File: src/design/assert_macros.svh
// Assertion helpers shared by the RTL. Clock and reset names follow the
// project convention (aclk, aresetn active low).
`ifndef ASSERT_MACROS_SVH
`define ASSERT_MACROS_SVH

// Checked only while out of reset.
`define ASSERT_CLK(label, prop, msg) \
    label: assert property (@(posedge aclk) disable iff (!aresetn) (prop)) else $error(msg);

// Checked on every edge, reset included.
`define ASSERT_ALWAYS(label, prop, msg) \
    label: assert property (@(posedge aclk) (prop)) else $error(msg);

`endif

File: src/design/fbd_pkg.sv
// ----------------------------------------------------------------------------
// fbd_pkg
// Shared types, codes and the CRC-8 (poly 0x07) byte update for the deframer.
// ----------------------------------------------------------------------------
package fbd_pkg;

    localparam int CFG_IDX_W   = 1;
    localparam int FIFO_DEPTH  = 2;
    localparam int FIFO_PTR_W  = 1;
    localparam int FIFO_CNT_W  = 2;

    localparam logic [7:0] START_DELIM_RST = 8'h7E;
    localparam logic [7:0] END_DELIM_RST   = 8'h7F;
    localparam logic [7:0] CRC_POLY        = 8'h07;

    typedef enum logic [CFG_IDX_W-1:0] {
        REG_START_DELIM = 1'b0,
        REG_END_DELIM   = 1'b1
    } cfg_reg_t;

    typedef enum logic [1:0] {
        ST_OK      = 2'd0,
        ST_CRC_BAD = 2'd1,
        ST_NO_END  = 2'd2,
        ST_BAD_LEN = 2'd3
    } status_t;

    typedef struct packed {
        logic        is_verdict;
        logic [7:0]  frame_type;
        logic [7:0]  payload_byte;
        logic [7:0]  byte_index;
        logic [15:0] frame_length;
        status_t     status;
    } result_t;

    function automatic logic [7:0] crc8_update(input logic [7:0] crc, input logic [7:0] b);
        logic [7:0] c;
        c = crc ^ b;
        for (int i = 0; i < 8; i++) begin
            if (c[7]) begin
                c = {c[6:0], 1'b0} ^ CRC_POLY;
            end else begin
                c = {c[6:0], 1'b0};
            end
        end
        return c;
    endfunction

endpackage

File: src/design/framed_byte_deframer_crc8_core.sv
// Path: a byte that yields a result is written into the queue at the accepting
//   edge; the output register loads it from the queue once that register is
//   empty or being drained, and only then does it show on m_*.
// Throughput: one byte per cycle; the parser takes a byte whenever the
//   two-entry result queue has room, independent of m_ready in that cycle.
// Reset: synchronous, active low; parser back to hunting, delimiters to 0x7E
//   and 0x7F, queue and output register emptied.
// ----------------------------------------------------------------------------
// framed_byte_deframer_crc8_core
// Delimited frame receiver with CRC-8 check; streams payload bytes and one
// verdict per frame.
// ----------------------------------------------------------------------------
`include "assert_macros.svh"

module framed_byte_deframer_crc8_core import fbd_pkg::*; #(
    parameter int MAX_PAYLOAD = 256
) (
    input  logic                 aclk,
    input  logic                 aresetn,
    input  logic                 cfg_wr_en,
    input  logic [CFG_IDX_W-1:0] cfg_index,
    input  logic [7:0]           cfg_wdata,
    input  logic                 s_valid,
    output logic                 s_ready,
    input  logic [7:0]           s_rx_byte,
    output logic                 m_valid,
    input  logic                 m_ready,
    output logic                 m_is_verdict,
    output logic [7:0]           m_frame_type,
    output logic [7:0]           m_payload_byte,
    output logic [7:0]           m_byte_index,
    output logic [15:0]          m_frame_length,
    output logic [1:0]           m_status
);

    logic    push;
    result_t push_rec;
    logic    q_pop, q_not_empty, q_full;
    result_t q_head;
    result_t m_rec;

    assign s_ready = !q_full;

    fbd_front #(
        .MAX_PAYLOAD(MAX_PAYLOAD)
    ) u_front (
        .aclk      (aclk),
        .aresetn   (aresetn),
        .cfg_wr_en (cfg_wr_en),
        .cfg_index (cfg_index),
        .cfg_wdata (cfg_wdata),
        .s_valid   (s_valid),
        .s_ready   (s_ready),
        .s_rx_byte (s_rx_byte),
        .push      (push),
        .push_rec  (push_rec)
    );

    fbd_fifo u_fifo (
        .aclk      (aclk),
        .aresetn   (aresetn),
        .push      (push),
        .push_rec  (push_rec),
        .pop       (q_pop),
        .not_empty (q_not_empty),
        .full      (q_full),
        .head_rec  (q_head)
    );

    fbd_back u_back (
        .aclk        (aclk),
        .aresetn     (aresetn),
        .q_not_empty (q_not_empty),
        .q_head      (q_head),
        .q_pop       (q_pop),
        .m_valid     (m_valid),
        .m_ready     (m_ready),
        .m_rec       (m_rec)
    );

    assign m_is_verdict   = m_rec.is_verdict;
    assign m_frame_type   = m_rec.frame_type;
    assign m_payload_byte = m_rec.payload_byte;
    assign m_byte_index   = m_rec.byte_index;
    assign m_frame_length = m_rec.frame_length;
    assign m_status       = m_rec.status;

    `ASSERT_CLK(a_no_push_when_full, push |-> !q_full, "result pushed into a full queue")
    `ASSERT_CLK(a_payload_st, m_valid && !m_is_verdict |-> m_status == ST_OK, "payload status")
    `ASSERT_ALWAYS(a_reset_out, (aresetn && !$past(aresetn)) |-> !m_valid, "valid out of reset")

endmodule

File: src/design/fbd_front.sv
// ----------------------------------------------------------------------------
// fbd_front
// Frame parser: tracks the frame phase, runs the CRC and pushes one result
// record into the queue for each payload byte and each verdict.
// ----------------------------------------------------------------------------
module fbd_front import fbd_pkg::*; #(
    parameter int MAX_PAYLOAD = 256
) (
    input  logic                 aclk,
    input  logic                 aresetn,
    input  logic                 cfg_wr_en,
    input  logic [CFG_IDX_W-1:0] cfg_index,
    input  logic [7:0]           cfg_wdata,
    input  logic                 s_valid,
    input  logic                 s_ready,
    input  logic [7:0]           s_rx_byte,
    output logic                 push,
    output result_t              push_rec
);

    localparam int CNT_W = $clog2(MAX_PAYLOAD + 1);
    localparam logic [16:0] MAX_LEN = 17'(MAX_PAYLOAD);

    typedef enum logic [2:0] {
        PH_HUNT    = 3'd0,
        PH_TYPE    = 3'd1,
        PH_LEN_LO  = 3'd2,
        PH_LEN_HI  = 3'd3,
        PH_PAYLOAD = 3'd4,
        PH_CRC     = 3'd5,
        PH_END     = 3'd6
    } phase_t;

    phase_t             phase_reg, phase_next;
    logic [7:0]         start_delim_reg;
    logic [7:0]         end_delim_reg;
    logic [7:0]         held_type_reg, held_type_next;
    logic [15:0]        held_length_reg, held_length_next;
    logic [CNT_W-1:0]   count_reg, count_next;
    logic [7:0]         crc_reg, crc_next;
    logic [7:0]         rx_crc_reg, rx_crc_next;

    logic               accept;
    logic [7:0]         byte_crc;
    logic [15:0]        len_new;
    logic [16:0]        cnt_inc;

    assign accept   = s_valid && s_ready;
    assign byte_crc = crc8_update((phase_reg == PH_TYPE) ? 8'h00 : crc_reg, s_rx_byte);
    assign len_new  = {s_rx_byte, held_length_reg[7:0]};
    assign cnt_inc  = 17'(count_reg) + 17'd1;

    always_comb begin
        phase_next       = phase_reg;
        held_type_next   = held_type_reg;
        held_length_next = held_length_reg;
        count_next       = count_reg;
        crc_next         = crc_reg;
        rx_crc_next      = rx_crc_reg;
        push             = 1'b0;
        push_rec         = '0;
        push_rec.frame_type   = held_type_reg;
        push_rec.frame_length = held_length_reg;
        if (accept) begin
            unique case (phase_reg)
                PH_TYPE: begin
                    held_type_next = s_rx_byte;
                    crc_next       = byte_crc;
                    phase_next     = PH_LEN_LO;
                end
                PH_LEN_LO: begin
                    held_length_next = {8'h00, s_rx_byte};
                    crc_next         = byte_crc;
                    phase_next       = PH_LEN_HI;
                end
                PH_LEN_HI: begin
                    held_length_next = len_new;
                    crc_next         = byte_crc;
                    count_next       = '0;
                    if (len_new == 16'd0) begin
                        phase_next = PH_CRC;
                    end else if ({1'b0, len_new} <= MAX_LEN) begin
                        phase_next = PH_PAYLOAD;
                    end else begin
                        // oversized frame: report and resume hunting
                        phase_next            = PH_HUNT;
                        push                  = 1'b1;
                        push_rec.is_verdict   = 1'b1;
                        push_rec.frame_length = len_new;
                        push_rec.status       = ST_BAD_LEN;
                    end
                end
                PH_PAYLOAD: begin
                    crc_next   = byte_crc;
                    count_next = CNT_W'(cnt_inc);
                    if (cnt_inc >= {1'b0, held_length_reg}) begin
                        phase_next = PH_CRC;
                    end
                    push                  = 1'b1;
                    push_rec.payload_byte = s_rx_byte;
                    push_rec.byte_index   = 8'(count_reg);
                end
                PH_CRC: begin
                    rx_crc_next = s_rx_byte;
                    phase_next  = PH_END;
                end
                PH_END: begin
                    phase_next          = PH_HUNT;
                    push                = 1'b1;
                    push_rec.is_verdict = 1'b1;
                    if (s_rx_byte != end_delim_reg) begin
                        push_rec.status = ST_NO_END;
                    end else if (crc_reg != rx_crc_reg) begin
                        push_rec.status = ST_CRC_BAD;
                    end else begin
                        push_rec.status = ST_OK;
                    end
                end
                default: begin
                    phase_next = PH_HUNT;
                    if (s_rx_byte == start_delim_reg) begin
                        crc_next   = 8'h00;
                        phase_next = PH_TYPE;
                    end
                end
            endcase
        end
    end

    always_ff @(posedge aclk) begin
        if (!aresetn) begin
            phase_reg       <= PH_HUNT;
            start_delim_reg <= START_DELIM_RST;
            end_delim_reg   <= END_DELIM_RST;
            held_type_reg   <= '0;
            held_length_reg <= '0;
            count_reg       <= '0;
            crc_reg         <= '0;
            rx_crc_reg      <= '0;
        end else begin
            phase_reg       <= phase_next;
            held_type_reg   <= held_type_next;
            held_length_reg <= held_length_next;
            count_reg       <= count_next;
            crc_reg         <= crc_next;
            rx_crc_reg      <= rx_crc_next;
            if (cfg_wr_en) begin
                unique case (cfg_index)
                    REG_START_DELIM: start_delim_reg <= cfg_wdata;
                    REG_END_DELIM:   end_delim_reg   <= cfg_wdata;
                    default: begin
                    end
                endcase
            end
        end
    end

endmodule

File: src/design/fbd_fifo.sv
// ----------------------------------------------------------------------------
// fbd_fifo
// Short result queue between the parser and the output stage.
// ----------------------------------------------------------------------------
module fbd_fifo import fbd_pkg::*; (
    input  logic    aclk,
    input  logic    aresetn,
    input  logic    push,
    input  result_t push_rec,
    input  logic    pop,
    output logic    not_empty,
    output logic    full,
    output result_t head_rec
);

    result_t                mem_reg [FIFO_DEPTH];
    logic [FIFO_PTR_W-1:0]  wr_ptr_reg, wr_ptr_next;
    logic [FIFO_PTR_W-1:0]  rd_ptr_reg, rd_ptr_next;
    logic [FIFO_CNT_W-1:0]  count_reg, count_next;
    logic                   do_push, do_pop;

    localparam logic [FIFO_PTR_W-1:0] LAST_PTR = FIFO_PTR_W'(FIFO_DEPTH - 1);
    localparam logic [FIFO_CNT_W-1:0] FULL_CNT = FIFO_CNT_W'(FIFO_DEPTH);

    assign not_empty = (count_reg != '0);
    assign full      = (count_reg == FULL_CNT);
    assign head_rec  = mem_reg[rd_ptr_reg];
    assign do_push   = push && !full;
    assign do_pop    = pop && not_empty;

    always_comb begin
        wr_ptr_next = wr_ptr_reg;
        rd_ptr_next = rd_ptr_reg;
        count_next  = count_reg;
        if (do_push) begin
            wr_ptr_next = (wr_ptr_reg == LAST_PTR) ? '0 : wr_ptr_reg + 1'b1;
        end
        if (do_pop) begin
            rd_ptr_next = (rd_ptr_reg == LAST_PTR) ? '0 : rd_ptr_reg + 1'b1;
        end
        if (do_push && !do_pop) begin
            count_next = count_reg + 1'b1;
        end else if (do_pop && !do_push) begin
            count_next = count_reg - 1'b1;
        end
    end

    always_ff @(posedge aclk) begin
        if (do_push) begin
            mem_reg[wr_ptr_reg] <= push_rec;
        end
    end

    always_ff @(posedge aclk) begin
        if (!aresetn) begin
            wr_ptr_reg <= '0;
            rd_ptr_reg <= '0;
            count_reg  <= '0;
        end else begin
            wr_ptr_reg <= wr_ptr_next;
            rd_ptr_reg <= rd_ptr_next;
            count_reg  <= count_next;
        end
    end

endmodule

File: src/design/fbd_back.sv
// ----------------------------------------------------------------------------
// fbd_back
// Output register: pulls records from the queue and presents them on the
// result channel until the transaction completes.
// ----------------------------------------------------------------------------
module fbd_back import fbd_pkg::*; (
    input  logic    aclk,
    input  logic    aresetn,
    input  logic    q_not_empty,
    input  result_t q_head,
    output logic    q_pop,
    output logic    m_valid,
    input  logic    m_ready,
    output result_t m_rec
);

    logic    valid_reg;
    result_t rec_reg;

    // load whenever the register is empty or being drained this cycle
    assign q_pop   = q_not_empty && (!valid_reg || m_ready);
    assign m_valid = valid_reg;
    assign m_rec   = rec_reg;

    always_ff @(posedge aclk) begin
        if (q_pop) begin
            rec_reg <= q_head;
        end
    end

    always_ff @(posedge aclk) begin
        if (!aresetn) begin
            valid_reg <= 1'b0;
        end else if (q_pop) begin
            valid_reg <= 1'b1;
        end else if (m_ready) begin
            valid_reg <= 1'b0;
        end
    end

endmodule
File: config.mk
export PLATFORM = sky130hd
export DESIGN_NAME = framed_byte_deframer_crc8_core
export DESIGN_NICKNAME = d
export VERILOG_FILES = /design/src/design/fbd_pkg.sv /design/src/design/framed_byte_deframer_crc8_core.sv /design/src/design/fbd_front.sv /design/src/design/fbd_fifo.sv /design/src/design/fbd_back.sv
export VERILOG_INCLUDE_DIRS = /design/src /design/src/design
export SDC_FILE = /design/constraint.sdc
export NUM_CORES = 1
export LEC_CHECK = 0
export BUFFER_PORTS_ARGS = -buffer_cell sky130_fd_sc_hd__clkbuf_2
export CORE_MARGIN = 2
export CORE_UTILIZATION = 40
export CTS_CLUSTER_DIAMETER = 60
export DETAILED_ROUTE_END_ITERATION = 16
export PLACE_DENSITY = 0.66
export SYNTH_ARGS = -nofsm -noshare
export SYNTH_HDL_FRONTEND = slang
export SYNTH_SLANG_ARGS = --single-unit
File: constraint.sdc
create_clock -name aclk -period 4.3 [get_ports aclk]
set_input_delay 0.215 -clock aclk [delete_from_list [all_inputs] [get_ports aclk]]
set_output_delay 0.215 -clock aclk [all_outputs]
set_load 0.02 [all_outputs]
* Yosys cells after proc, flatten, opt, wreduce, memory -nomap -nowiden
Memories as Yosys holds them, arrays and structs flattened. A register that Yosys moved wholly into a read port is not among the register bits.
Index checks and enable logic that the tools add are counted.
** Word-level totals
- Latch bits :: 0
- Input bits :: 22
- Output and inout port bits :: 45
- Memories kept :: 1
- ROM bits :: 0
- RAM bits :: 86
- Flip-flop bits (word level) :: 73
** Memories
- u_fifo.mem_reg :: depth 2, width 43, rd ports 1, clocked after Yosys merged registers in 1, write ports 1, RTL line fbd_fifo.sv:16 : result_t mem_reg [FIFO_DEPTH];
** Operators by class
- Multiplexer cells :: 40
- Reduce and logical (&&, ||, !) cells :: 30
- Divide/modulo/power cells :: 0
- Equality and inequality tests :: 11
- Order comparisons :: 2
- $mul :: 0
- $add $sub $neg :: 5
- Bitwise operators :: 12
- Shift-type cells :: 0
** Operators by type and width (number)
- $mux W18 :: 2
- $mux W34 :: 1
- $mux W3 :: 11
- $mux W16 :: 2
- $pmux W16 S2 :: 1
- $not A3 Y3 :: 8
- $pmux W3 S6 :: 1
- $pmux W9 S2 :: 1
- $ge A17 B16 Y1 :: 1
- $le A16 B9 Y1 const B :: 1
- $logic_not A16 Y1 :: 1
- $mux W8 :: 2
- $ne A8 B8 Y1 :: 2
- $pmux W8 S2 :: 1
- $reduce_and A2 Y1 :: 7
- $mux W1 :: 12
- $reduce_bool A2 Y1 :: 6
- $add A9 B1 Y10 const B :: 1
- $eq A3 B3 Y1 const B :: 3
- $eq A8 B8 Y1 :: 1
- $xor A8 B8 Y8 :: 1
- $eq A3 B2 Y1 const B :: 2
- $logic_and A1 B1 Y1 :: 6
- $mux W2 :: 3
- 14 further kinds :: 23

* Depth between registers and ports, before layout
- Depth after elaboration :: 20
- Depth in mapped cells :: 11
- Mapped depth without buffers :: 11

* Cells and area by module
Synthesis repeated with hierarchy kept, for this count alone.
** Second synthesis, totals
- Cell total of the unflattened synthesis :: 714
- Area total of the unflattened synthesis :: 8752.1 um2
** By module, submodules not included
- fbd_front :: area an instance 4071.4 um2, cells an instance 507, times used 1, seq. area each 1361.3 um2
- fbd_fifo :: area an instance 3338.2 um2, cells an instance 159, times used 1, seq. area each 2682.6 um2
- fbd_back :: area an instance 1338.8 um2, cells an instance 47, times used 1, seq. area each 1311.3 um2
- framed_byte_deframer_crc8_core :: area an instance 3.8 um2, cells an instance 1, times used 1, seq. area each 0.0 um2

* Worst setup path after synthesis
No wires, ideal clock.
- Kind :: flip-flop to flip-flop
- Start point :: register u_fifo.count_reg[0]
- End point :: memory u_fifo.mem_reg[0][0] (netlist bit), enable pin
- Setup time :: 0.448 ns
- Data required time :: 3.852 ns
- Path slack :: 0.498 ns
- Clock period less this slack :: 3.802 ns
- Arrival :: 3.354 ns
- Buffers on the path :: 1
- Stages on the path, launching flop included :: 7
- Path through :: dfxtp_1 nand2b_1 and2_1 buf_2 nand3_1 nand3b_1 nor2b_1
** On the way
- Word-level cells in the longest chain between the ends :: 7
** Ends and longest elaborated chain
- from (decl) :: RTL line fbd_fifo.sv:19 : logic [FIFO_CNT_W-1:0] count_reg, count_next;
- from (signal assigned) :: RTL line fbd_fifo.sv:62 : count_reg <= count_next;
- $eq A2 B2 Y1 (*) :: RTL line fbd_fifo.sv:26 : assign full = (count_reg == FULL_CNT);
- $logic_not A1 Y1 (*) :: RTL line framed_byte_deframer_crc8_core.sv:42 : assign s_ready = !q_full;
- named net s_ready :: RTL line framed_byte_deframer_crc8_core.sv:24 : output logic s_ready,
- $logic_and A1 B1 Y1 :: RTL line fbd_front.sv:48 : assign accept = s_valid && s_ready;
- $mux W1 :: RTL line fbd_front.sv:64 : if (accept) begin
- $logic_and A1 B1 Y1 (*) :: RTL line fbd_fifo.sv:28 : assign do_push = push && !full;
- named net u_fifo.do_push :: RTL line fbd_fifo.sv:20 : logic do_push, do_pop;
- $mux W1 (*) :: RTL line fbd_fifo.sv:49 : if (do_push) begin
- $mux W1 (implied by the code) (*) :: RTL line fbd_fifo.sv:50 : mem_reg[wr_ptr_reg] <= push_rec;
- to (decl) :: RTL line fbd_fifo.sv:16
Mark *: on every way through the listed nets, which the timed path passes. The rest lies on a longest branch.

* Worst setup path after layout
- Start point :: register u_front.phase_reg[0]
- End point :: memory u_fifo.mem_reg[1][11] (netlist bit), enable pin
** On the way
- Word-level cells in the longest chain between the ends :: 7
- Elaborated cells between the ends (all ways) :: 9
- Those cells by class :: eq/ne: 3; mux: 4; reduce/logical: 2
** Ends and longest elaborated chain
- from (decl) :: RTL line fbd_front.sv:34 : phase_t phase_reg, phase_next;
- from (signal assigned) :: RTL line fbd_front.sv:141 : phase_reg <= phase_next;
- $eq A3 B3 Y1 :: RTL line fbd_front.sv:65 : unique case (phase_reg)
- $reduce_or A2 Y1 (no source line)
- $pmux W1 S2 (*) :: RTL line fbd_front.sv:65
- $mux W1 (*) :: RTL line fbd_front.sv:64
- $logic_and A1 B1 Y1 (*) :: RTL line fbd_fifo.sv:28
- named net u_fifo.do_push :: RTL line fbd_fifo.sv:20
- $mux W1 (*) :: RTL line fbd_fifo.sv:49
- $mux W1 (implied by the code) (*) :: RTL line fbd_fifo.sv:50
Marks and branches as above.

==> impl_results.md <==
- Outcome: completed
- Worst-Margin Slew: 1.099 ns
- Placement row count: 53
- Detail Route Antenna Nets: 0
- Pins over their slew limit: 0
- CP max stage cell: dfxtp_1
- Multiplexer area fraction after synthesis: 8.257%
- Reg2Reg Depth: 5
- Most common cell in the netlist: edfxtp_1
- Sequential Power Share: between 40% and 50%
- Post-synthesis compound-gate area fraction: 6.400%
- Core Area: ~21000 um2
- Worst flop-to-flop path endpoint: u_fifo.mem_reg[1][11]$_DFFE_PP_
- Worst reg2reg setup slack: 1.24 ns
- Filler cells: 1880
- Net count after synthesis: 713
- Top_reg_cell synth: edfxtp_1
- Mapped Cells: 679
- LEAKAGE: ~3.8 nW
- Startpoint Class: flip-flop
- Routability Congestion: 0.7987
- Post-Synth Simple-Gate Area: about an eighth
- Final min period: between 3 and 4 ns
- Initial Utilization: 40.89%
- Post-Synthesis Cell Area: 8622 um2
- Stages on worst setup path: 5
- DRC errors left: 0
- Worst min path class: in2reg
- Worst Skew: between 0.01 and 0.015 ns
- Async SR Flop Fraction: 0%
- Max Fclk: between 300 and 400 MHz
- Skew-Pair Late Insertion Delay: 0.49 ns
- Die Width: 150.8 um
- Arr. time, crit path: 3.23 ns
- IO Count: 67
- Synth Register Bits: 202
- Largest family of logic cells by synthesized area: simple AND/OR/NAND/NOR gates
- Combinational share of power: a little under a fifth
- PwrDens: around 550 nW/um2
- DR vias: ~5.1k
- Dpl hpwl: 10220 um
- # Post-CTS Setup Buffers: 0
- Buffers plus inverters on the worst setup path: 1
- Synth top cells by count: 129 x edfxtp_1, 73 x dfxtp_1, 60 x nand2_1
- Congestion Overflow GR: 0
- Final worst path period share: 71.27%
- Register area share after synthesis: 61.88%
- Delay-heaviest family, CP: simple AND/OR/NAND/NOR gates
- P_int: 4.020 mW
- Via density: between 4 and 5
- CTS tree: yes
- Die Area: 22750 um2
- Ant diodes: 0
- All-Layer GR Usage: around 14%
- Drt pass-1 iters: 4
- Count of cell types in the netlist: 48
- Post-CTS Hold Fix Bufs: 8
- H-tree depth: 1
- Clock Power Share: 35.5%
- Clk slew on worst S/H paths: 0.06 ns
- Pin count of the biggest net entering global routing: between 40 and 50
- Unrepaired setup endpoints after global routing: false
- Finish-stage setup viols: 0
- Sw frac: 27.30%
- Nets@finish: 778
- Worst-path fanout max: 26
- CP required: 4.47 ns
- RR Startpoint: u_front.phase_reg[0]$_SDFFE_PN0P_
- Crit Path Class: reg2reg
- Synth area leaders: edfxtp_1 45%, dfxtp_1 17%, mux2_2 6.4%
- Post-synth EDFFs: 129
- Routed len/inst: between 15 and 20 um
- Root Buffer: clkbuf_16
- Synthesized area per cell: ~13 um2
- Max-cap violation count: 0
- Post_cts resized: 0
- Slew margin rel.: a little over a quarter
- Vias in the first global route: 4831
- First-pass GRT wire length: between 20000 and 30000 um
- Setup TNS Final: 0 ns
- Antenna violations before repair: 0
- Critical path endpoint category: flip-flop
- YS warnings: 0
- Critical-path cell list: nand4_1 > o21ba_2 > nand3b_1 > and2_2 > buf_4
- Routed wire length: 16300 um
- Count of final hold-check violations: 0
- Num CTS Buffers: 23
- Share of the synthesized area in the top cell type: between 40% and 50%
- Post-Synth Adder-Cell Area: between 1.5 and 2%
- Die H: 150.8 um
- Core Util, Final: 47.63%
- Share of cells above drive strength 1: 21.87%
- Port Buffers: 66
- Switch Pwr: 1.510 mW
- Clock Path Buffers: 3
- Synth area leader: edfxtp_1
- CP Launch Point: u_front.phase_reg[0]$_SDFFE_PN0P_
- Max reg flops: 86
- # clock sinks: just over 200
- DRT iter0 DRCs: 319
- Maximum vdd drop: 0.2771 mV
- Synth Area in XOR/XNOR: 6.617%
- CP peak stage delay: slightly below 0.8 ns
- Critical Path Sink: u_fifo.mem_reg[1][11]$_DFFE_PP_
- Area Overhead vs Synth: 16.50%
==> layout make-up <==
| class | count | area, um2 | area share (%) |
|---|---|---|---|
| repair buffers | 79 | 460.4 | 4.584 |
| well taps | 275 | 344.1 | 3.426 |
| inverters | 12 | 45.04 | 0.4484 |
| clock inverters | 14 | 180.2 | 1.794 |
| flip-flops and latches | 202 | 5336 | 53.13 |
| multi-input cells | 426 | 3092 | 30.78 |
| clock buffers | 26 | 586.8 | 5.842 |
==> layout by cell type (no fill, tap or decap), types with 22 or more instances in the layout <==
master and count:
nand2_1 60, nand3_1 22, clkbuf_16 23, xor2_1 33
edfxtp_1 129, clkbuf_2 66, mux2_2 49, dfxtp_1 72
o21ai_0 28, xnor2_1 24, nor2b_1 42
==> per-layer routing <==
layer  up-vias  track usage, %  wire length (um)
met4         0           3.692               238
met2       108           23.45              7437
met3        22           2.801               802
met1      2411           20.10              7818
met5         -               0                 0
li1       2543               -                 -
==> tightest hold or removal path: cells and delay by family <==
family / cells / cell delay (ns)
AO/OA/AOI/OAI: 1 / 0.07
buffers and inverters: 1 / 0.10
AND/OR/NAND/NOR: 2 / 0.22
==> how the worst min path moves through the flow <==
stage | start | to | cells past startpoint
CTS | cfg_index | u_front.start_delim_reg[4]$_SDFFE_PN1P_ | 4
global route | m_ready | u_back.m_valid$_SDFFE_PN0P_ | 3
finish | cfg_index | u_front.start_delim_reg[0]$_SDFFE_PN0P_ | 4
global placement | u_front.held_type_reg[3]$_SDFFE_PN0P_ | u_fifo.mem_reg[0][37]$_DFFE_PP_ | 0
detailed placement | u_front.held_type_reg[3]$_SDFFE_PN0P_ | u_fifo.mem_reg[0][37]$_DFFE_PP_ | 0
floorplan | cfg_wdata[0] | u_front.end_delim_reg[0]$_SDFFE_PN1P_ | 2
==> through the flow <==
step | setup slack, ns | cell area (um2) | total power, mW | std cells | hold slack (ns)
finish | 1.235 | 10040 | 5.530 | 1034 | 0.1582
CTS | 1.195 | 10040 | 5.600 | 1034 | 0.1392
global placement | 1.302 | 9198 | 3.609 | 986 | 0.4349
floorplan | 0.4979 | 8622 | 3.313 | 679 | 0.3390
detailed placement | 1.231 | 9198 | 3.617 | 986 | 0.4453
global route | 0.9463 | 10040 | 5.781 | 1034 | 0.1769
==> power groups by stage <==
| stage | logic, mW | clock network, mW | registers [mW] |
|---|---|---|---|
| 6_report | 1.05 | 1.96 | 2.51 |
| 5_1_grt | 1.15 | 2.09 | 2.55 |
| 4_1_cts | 1.07 | 2.01 | 2.52 |
| 3_5_place_dp | 1.06 | 0 | 2.56 |
| 3_3_place_gp | 1.05 | 0 | 2.56 |
| 2_1_floorplan | 0.657 | 0 | 2.66 |
==> kinds of logic after synthesis <==
family | count (synthesis)
compound gates | 81
xor+xnor | 60
fa+ha+maj | 12
buf+inv | 51
flops | 202
mux | 65
simple gates | 208
Power figures use the tool's default switching activity.
